===== src/rtl/core/urdiv_pkg.sv =====
package urdiv_pkg;

	localparam int unsigned DEF_WIDTH = 32;

	localparam logic ST_OK       = 1'b0;
	localparam logic ST_DIV_ZERO = 1'b1;

	typedef struct packed {
		logic load;
		logic step;
		logic out_load;
	} ctl_t;

	typedef enum logic [2:0] {
		S_IDLE = 3'b001,
		S_BUSY = 3'b010,
		S_DONE = 3'b100
	} state_t;

endpackage


===== src/rtl/core/urdiv_cell.sv =====
module urdiv_cell (
	input  logic            clk,
	input  urdiv_pkg::ctl_t ctl,
	input  logic            dividend_bit,
	input  logic            divisor_bit,
	input  logic            r_in,
	input  logic            q_in,
	input  logic            b_in,
	input  logic            ge,
	output logic            r_q,
	output logic            q_q,
	output logic            b_out
);
	import urdiv_pkg::*;

	logic d_q;
	logic diff;

	// one bit of the trial subtract, borrow ripples to the next cell
	assign diff  = r_in ^ d_q ^ b_in;
	assign b_out = (~r_in & d_q) | (~(r_in ^ d_q) & b_in);

	always_ff @(posedge clk) begin
		if (ctl.load) begin
			r_q <= 1'b0;
			q_q <= dividend_bit;
			d_q <= divisor_bit;
		end else if (ctl.step) begin
			r_q <= ge ? diff : r_in;
			q_q <= q_in;
		end
	end

endmodule


===== src/rtl/core/urdiv_ctrl.sv =====
module urdiv_ctrl #(
	parameter int unsigned WIDTH = urdiv_pkg::DEF_WIDTH
) (
	input  logic            clk,
	input  logic            arst_n,
	input  logic            req_valid,
	output logic            req_ready,
	output logic            rsp_valid,
	input  logic            rsp_ready,
	output urdiv_pkg::ctl_t ctl
);
	import urdiv_pkg::*;

	localparam int unsigned CNT_W = $clog2(WIDTH);

	state_t           state_q;
	logic [CNT_W-1:0] cnt_q;
	logic             out_valid_q;
	logic             out_free;

	assign out_free     = !out_valid_q || rsp_ready;
	assign req_ready    = (state_q == S_IDLE) || ((state_q == S_DONE) && out_free);
	assign ctl.load     = req_valid && req_ready;
	assign ctl.step     = (state_q == S_BUSY);
	assign ctl.out_load = (state_q == S_DONE) && out_free;
	assign rsp_valid    = out_valid_q;

	always_ff @(posedge clk or negedge arst_n) begin
		if (!arst_n) begin
			state_q     <= S_IDLE;
			cnt_q       <= '0;
			out_valid_q <= 1'b0;
		end else begin
			if (ctl.load) begin
				cnt_q <= CNT_W'(WIDTH - 1);
			end else if (ctl.step) begin
				cnt_q <= cnt_q - 1'b1;
			end

			if (ctl.out_load) begin
				out_valid_q <= 1'b1;
			end else if (rsp_ready) begin
				out_valid_q <= 1'b0;
			end

			unique case (state_q)
				S_IDLE: begin
					if (ctl.load) begin
						state_q <= S_BUSY;
					end
				end
				S_BUSY: begin
					if (cnt_q == '0) begin
						state_q <= S_DONE;
					end
				end
				S_DONE: begin
					if (out_free) begin
						state_q <= ctl.load ? S_BUSY : S_IDLE;
					end
				end
				default: begin
					state_q <= S_IDLE;
				end
			endcase
		end
	end

endmodule


===== src/rtl/core/unsigned_restoring_divider.sv =====
// channel | signals                                   | transaction
// req     | req_valid, req_ready, dividend, divisor  | one division
// rsp     | rsp_valid, rsp_ready, quotient, remainder, status | one result
//
// each division is a load of the operands into the bit cells, followed by
// WIDTH shift-and-subtract steps across the cell row, one quotient bit each.
// the result sits in an output register; a new request loads in the same cycle
// the previous result moves there, so a request is taken only once the previous
// division is done. a stalled response holds the finished division in the cells.
// reset clears the sequencer and the response valid only.
module unsigned_restoring_divider #(
	parameter int unsigned WIDTH = urdiv_pkg::DEF_WIDTH
) (
	input  logic             clk,
	input  logic             arst_n,
	input  logic             req_valid,
	output logic             req_ready,
	input  logic [WIDTH-1:0] dividend,
	input  logic [WIDTH-1:0] divisor,
	output logic             rsp_valid,
	input  logic             rsp_ready,
	output logic [WIDTH-1:0] quotient,
	output logic [WIDTH-1:0] remainder,
	output logic             status
);
	import urdiv_pkg::*;

	ctl_t             ctl;
	logic [WIDTH-1:0] r_bits;
	logic [WIDTH-1:0] q_bits;
	logic [WIDTH:0]   borrow;
	logic             ge;
	logic             err_q;
	logic [WIDTH-1:0] quotient_q;
	logic [WIDTH-1:0] remainder_q;
	logic             status_q;

	urdiv_ctrl #(
		.WIDTH(WIDTH)
	) u_ctrl (
		.clk       (clk),
		.arst_n    (arst_n),
		.req_valid (req_valid),
		.req_ready (req_ready),
		.rsp_valid (rsp_valid),
		.rsp_ready (rsp_ready),
		.ctl       (ctl)
	);

	assign borrow[0] = 1'b0;
	// subtract when the shifted-out bit is set or no borrow leaves the row
	assign ge = r_bits[WIDTH-1] | ~borrow[WIDTH];

	for (genvar i = 0; i < WIDTH; i++) begin : g_cell
		urdiv_cell u_cell (
			.clk          (clk),
			.ctl          (ctl),
			.dividend_bit (dividend[i]),
			.divisor_bit  (divisor[i]),
			.r_in         ((i == 0) ? q_bits[WIDTH-1] : r_bits[(i == 0) ? 0 : i-1]),
			.q_in         ((i == 0) ? ge : q_bits[(i == 0) ? 0 : i-1]),
			.b_in         (borrow[i]),
			.ge           (ge),
			.r_q          (r_bits[i]),
			.q_q          (q_bits[i]),
			.b_out        (borrow[i+1])
		);
	end

	always_ff @(posedge clk) begin
		if (ctl.load) begin
			err_q <= (divisor == '0);
		end
		if (ctl.out_load) begin
			quotient_q  <= err_q ? '0 : q_bits;
			remainder_q <= err_q ? '0 : r_bits;
			status_q    <= err_q ? ST_DIV_ZERO : ST_OK;
		end
	end

	assign quotient  = quotient_q;
	assign remainder = remainder_q;
	assign status    = status_q;

endmodule


===== config.mk =====
export PLATFORM = sky130hd
export DESIGN_NAME = unsigned_restoring_divider
export DESIGN_NICKNAME = d
export VERILOG_FILES = /design/src/rtl/core/urdiv_pkg.sv /design/src/rtl/core/urdiv_cell.sv /design/src/rtl/core/urdiv_ctrl.sv /design/src/rtl/core/unsigned_restoring_divider.sv
export SDC_FILE = /design/constraint.sdc
export NUM_CORES = 1
export LEC_CHECK = 0
export ABC_CLOCK_PERIOD_IN_PS = 41900
export BUFFER_PORTS_ARGS = -buffer_cell sky130_fd_sc_hd__buf_4
export CORE_AREA = 2 2 117 119
export DETAILED_ROUTE_END_ITERATION = 6
export DIE_AREA = 0 0 119 121
export GPL_TIMING_DRIVEN = 0
export PLACE_DENSITY = 0.86
export SLEW_MARGIN = 20
export SYNTH_ARGS = -nofsm -noshare
export SYNTH_HDL_FRONTEND = slang
export SYNTH_SLANG_ARGS = --single-unit

===== constraint.sdc =====
create_clock -name clk -period 41.9 [get_ports clk]
set_clock_uncertainty 0.1 [all_clocks]
set_input_delay 2.095 -clock clk [delete_from_list [all_inputs] [get_ports clk]]
set_output_delay 2.095 -clock clk [all_outputs]
set_load 0.01 [all_outputs]

==> flow_results.xml <==
<?xml version="1.0" encoding="UTF-8"?>
<metrics>
  <group name="synthesis">
    <metric name="yosys_register_bits" unit="">171</metric>
    <metric name="yosysUniqueCellTypes" unit="">42</metric>
    <metric name="syn_nets" unit="">652</metric>
    <metric name="sequential_element_share_of_the_synthesized_area" unit="%">61.8</metric>
    <metric name="synth.yosys.warnings" unit="">0</metric>
    <metric name="avgSynthCellArea" unit="sq um">14.0</metric>
    <metric name="dominantRegCellSynth" unit="">edfxtp_1</metric>
    <metric name="yosys.area.top_type" unit="">edfxtp_1</metric>
    <metric name="asyncSetResetFlopFracSynth" unit="%">5.26</metric>
    <metric name="post_synth_inst_count" unit="">550</metric>
    <metric name="synth.area.top_cells" unit="">edfxtp_1, dfxtp_1, fa_1</metric>
    <metric name="synth-edff-count" unit="">130</metric>
    <metric name="synth.cell_area" unit="sq um">7710</metric>
    <metric name="synth_top_area_share" unit="%">50.6</metric>
  </group>
  <group name="floorplanning">
    <metric name="die_height" unit="um">121</metric>
    <metric name="top_level_ports" unit="">135</metric>
    <metric name="floorplan.core_area" unit="sq um">13100</metric>
    <metric name="die_width" unit="um">119</metric>
    <metric name="die_footprint" unit="sq um">14400</metric>
    <metric name="fp-row-count" unit="">42</metric>
    <metric name="initial_utilization" unit="%">59.0</metric>
  </group>
  <group name="clock_network">
    <metric name="clock-sinks" unit="">171</metric>
    <metric name="h-tree-depth" unit="">4</metric>
    <metric name="cell_at_the_root_of_the_clock_tree" unit="">clkbuf_16</metric>
    <metric name="worst_setup_hold_path_clk_slew" unit="ns">0.06</metric>
    <metric name="cts_buffers" unit="">17</metric>
    <metric name="clk_latency" unit="ns">0.43</metric>
    <metric name="cts_setup_buffers" unit="">0</metric>
    <metric name="ctsResizeCount" unit="">0</metric>
    <metric name="clk_path_buf_depth" unit="">2</metric>
    <metric name="cts_tree" unit="">yes</metric>
    <metric name="postCtsHoldBufs" unit="">0</metric>
  </group>
  <group name="layout">
    <metric name="multi_input_comb_area" unit="sq um">2540</metric>
    <metric name="finish.instance_area" unit="sq um">9600</metric>
    <metric name="postLayoutCoreUtil" unit="%">73.3</metric>
    <metric name="n_fill_cell" unit="">824</metric>
    <metric name="syn_to_final_growth" unit="%">24.4</metric>
    <metric name="design.final.nets" unit="">812</metric>
    <metric name="final_layout_size_suffix_gt1_share" unit="%">34.6</metric>
    <metric name="antenna_cells" unit="">0</metric>
    <metric name="ff_latch_area" unit="sq um">4770</metric>
  </group>
  <group name="timing">
    <metric name="hold_ws" unit="ns">0.363</metric>
    <metric name="tightestPinTransition" unit="ns">0.829</metric>
    <metric name="timing.final.crit_share" unit="%">37.5</metric>
    <metric name="setup_total_negative_slack" unit="ns">0</metric>
    <metric name="clock.fmax" unit="MHz">63.6</metric>
    <metric name="finalMaxSlewViolations" unit="">0</metric>
    <metric name="rsz0062_at_grt" unit="">no</metric>
    <metric name="max_slew_margin" unit="%">44.6</metric>
    <metric name="final.min_clock_period" unit="ns">15.72</metric>
    <metric name="finalHoldViolations" unit="">0</metric>
    <metric name="setup-violations-final" unit="">0</metric>
  </group>
  <group name="place">
    <metric name="count_of_buffers_inserted_at_the_top_level_ports" unit="">134</metric>
    <metric name="post_dp_cell_area" unit="sq um">9010</metric>
    <metric name="gp_routability_congestion" unit="">0.827</metric>
    <metric name="dp.final_hpwl" unit="um">11000</metric>
  </group>
  <group name="detailed_routing">
    <metric name="ant_nets" unit="">0</metric>
    <metric name="drt_iter0_drc" unit="">316</metric>
    <metric name="vias_per_cell" unit="">5.31</metric>
    <metric name="drt-pass1-iter-count" unit="">4</metric>
    <metric name="routed_wirelength" unit="um">15600</metric>
    <metric name="detail_route.drc_violations" unit="">0</metric>
    <metric name="detailroute.via_count" unit="">4778</metric>
    <metric name="post_drt_wl_per_cell" unit="um">17.4</metric>
  </group>
  <group name="grt">
    <metric name="global_route.overflow_total" unit="">0</metric>
    <metric name="maximum_number_of_pins_on_one_net_before_global_route_repair" unit="">43</metric>
    <metric name="antenna_found_initial" unit="">0</metric>
    <metric name="grt_pass1_vias" unit="">5082</metric>
    <metric name="globalRouteTotalUtil" unit="%">23.3</metric>
    <metric name="grt_first_pass_wirelength" unit="um">25400</metric>
  </group>
  <group name="worst_setup_path">
    <metric name="timing.critical_path.slowest_stage_cell" unit="">fa_1</metric>
    <metric name="critPathArrivalTime" unit="ns">15.93</metric>
    <metric name="crit_path_end_kind" unit="">flop</metric>
    <metric name="cp_common_cell" unit="">fa_1</metric>
    <metric name="worst_setup_path_start_kind" unit="">flop</metric>
    <metric name="worstPathRequired" unit="ns">42.11</metric>
    <metric name="timing.reg2reg.worst_path_depth" unit="">40</metric>
    <metric name="max_stage_delay" unit="ns">0.49</metric>
    <metric name="critPathMaxFanout" unit="">10</metric>
    <metric name="crit_path_cell_count" unit="">40</metric>
    <metric name="criticalPathCategory" unit="">reg2reg</metric>
    <metric name="path_buf_inv" unit="">5</metric>
    <metric name="cpLargestDelayFamily" unit="">adder cells</metric>
  </group>
  <group name="power_and_ir_drop">
    <metric name="fraction_of_power_spent_switching_nets" unit="%">27.4</metric>
    <metric name="pwr_density_cell" unit="nW/um^2">54.9</metric>
    <metric name="pwr-share-seq" unit="%">45.4</metric>
    <metric name="power.share.combinational" unit="%">25.1</metric>
    <metric name="leakage" unit="nW">3.46</metric>
    <metric name="internal_power_consumption" unit="mW">0.382</metric>
    <metric name="clkPwrFrac" unit="%">29.5</metric>
    <metric name="switching_power" unit="mW">0.144</metric>
    <metric name="ir_drop" unit="mV">0.0322</metric>
  </group>
  <group name="status">
    <metric name="run_status" unit="">finished clean</metric>
  </group>
  <group name="worst_hold_path">
    <metric name="holdPathStages" unit="">0</metric>
    <metric name="hold_path_class" unit="">reg2reg</metric>
  </group>
  <group name="job">
    <metric name="cap_violations" unit="">0</metric>
  </group>
</metrics>
-- worst register-to-register path: cells and delay by family (launching register included) --
| family | cells | cell delay [ns] |
|---|---|---|
| adders and majority gates | 32 | 14.03 |
| buffers and inverters | 5 | 0.61 |
| AOI/OAI and AO/OA | 2 | 0.39 |
| DFF | 1 | 0.36 |
| and+or+nand+nor | 1 | 0.14 |
-- flip-flops by register name (all words and copies together) (netlist names) --
signal	cells
quotient	32
u_ctrl.rsp_valid	1
remainder	32
g_cell.u_cell.d_q	32
g_cell.u_cell.q_q	32
err_q	1
u_ctrl.cnt_q	5
status	1
u_ctrl.state_q	3
g_cell.u_cell.r_q	32
-- cell type report --
type | instances | area share, %
flip-flops and latches | 171 | 49.7
clock inverters | 13 | 1.58
plain buffers | 32 | 2.61
clock buffers | 19 | 4.51
well taps | 176 | 2.29
inverters | 38 | 1.62
multi-input cells | 309 | 26.5
repair buffers | 141 | 11.1
-- logic make-up (layout without fill, tap and decap cells) --
logic type	after synthesis	in the layout	synth area share [%]
AO/OA/AOI/OAI	71	71	7.67
XOR/XNOR	4	4	0.454
adder cells (fa/ha/maj)	34	34	8.53
buffers and inverters	70	243	5.26
flip-flops	171	171	61.8
multiplexers	33	33	5.97
AND/OR/NAND/NOR	167	167	10.3
-- cells in the final DEF, fill, tap and decap left out, drive strengths merged --
cell / count
a21oi: 32
a22oi: 1
a311oi: 1
buf: 158
bufinv: 3
clkbuf: 34
clkinv: 6
clkinvlp: 4
dfrtp: 8
dfstp: 1
dfxtp: 32
edfxtp: 130
fa: 31
ha: 3
inv: 38
mux2: 32
mux2i: 1
nand2: 40
nand2b: 2
nand3: 2
nand3b: 3
nand4: 2
nor2: 67
nor2b: 37
nor3: 1
nor3b: 1
nor4: 9
o211ai: 1
o21a: 1
o21ai: 2
o22ai: 32
o41ai: 1
or2b: 1
or3b: 2
xnor2: 1
xor2: 3
-- power groups by stage --
| stage | sequential [mW] | combinational [mW] | clock, mW |
|---|---|---|---|
| 6_report | 0.239 | 0.132 | 0.155 |
| 5_1_grt | 0.242 | 0.144 | 0.165 |
| 4_1_cts | 0.239 | 0.133 | 0.157 |
| 3_5_place_dp | 0.243 | 0.132 | 0 |
| 3_3_place_gp | 0.242 | 0.125 | 0 |
| 2_1_floorplan | 0.241 | 0.0949 | 0 |
-- metal layers --
layer	track usage (%)	wire length (um)	up-vias
li1	-	-	2233
met1	29.5	6510	2356
met2	39.5	7860	170
met3	5.73	974	19
met4	8.04	249	0
met5	0	0	-
-- per-stage QoR --
stage,power [mW],cells,setup WS [ns]
after floorplan,0.336,550,27.07
after global placement,0.367,860,26.46
after detailed placement,0.375,867,26.24
after CTS,0.529,899,26.10
after global routing,0.551,899,25.64
final,0.527,899,26.18
-- cells in the mapped netlist (2+ instances only) --
library cell,instances
edfxtp_1,130
nor2_1,67
nand2_1,40
inv_1,37
nor2b_1,36
a21oi_1,32
dfxtp_1,32
fa_1,31
o22ai_2,29
mux2_4,24
clkbuf_1,15
nor4_1,9
dfrtp_1,8
mux2_2,8
buf_12,6
buf_4,4
buf_1,3
ha_1,3
nand3b_1,3
o22ai_1,3
xor2_1,3
buf_2,2
buf_6,2
nand2b_1,2
nand3_1,2
nand4_1,2
o21ai_0,2
-- path summary, 6_finish.rpt --
check	startpoint	endpoint	slack [ns]
hold / removal	err_q	status	0.36
setup / recovery	g_cell[31].u_cell.q_q	g_cell[6].u_cell.r_q	26.18
setup reg to reg	g_cell[31].u_cell.q_q	g_cell[6].u_cell.r_q	26.18
max in group asynchronous	arst_n	u_ctrl.state_q[0]	40.11
min in group asynchronous	arst_n	u_ctrl.cnt_q[1]	1.38
hold reg to reg	err_q	status	0.36
No activity file was read; power rests on OpenSTA's default activity.
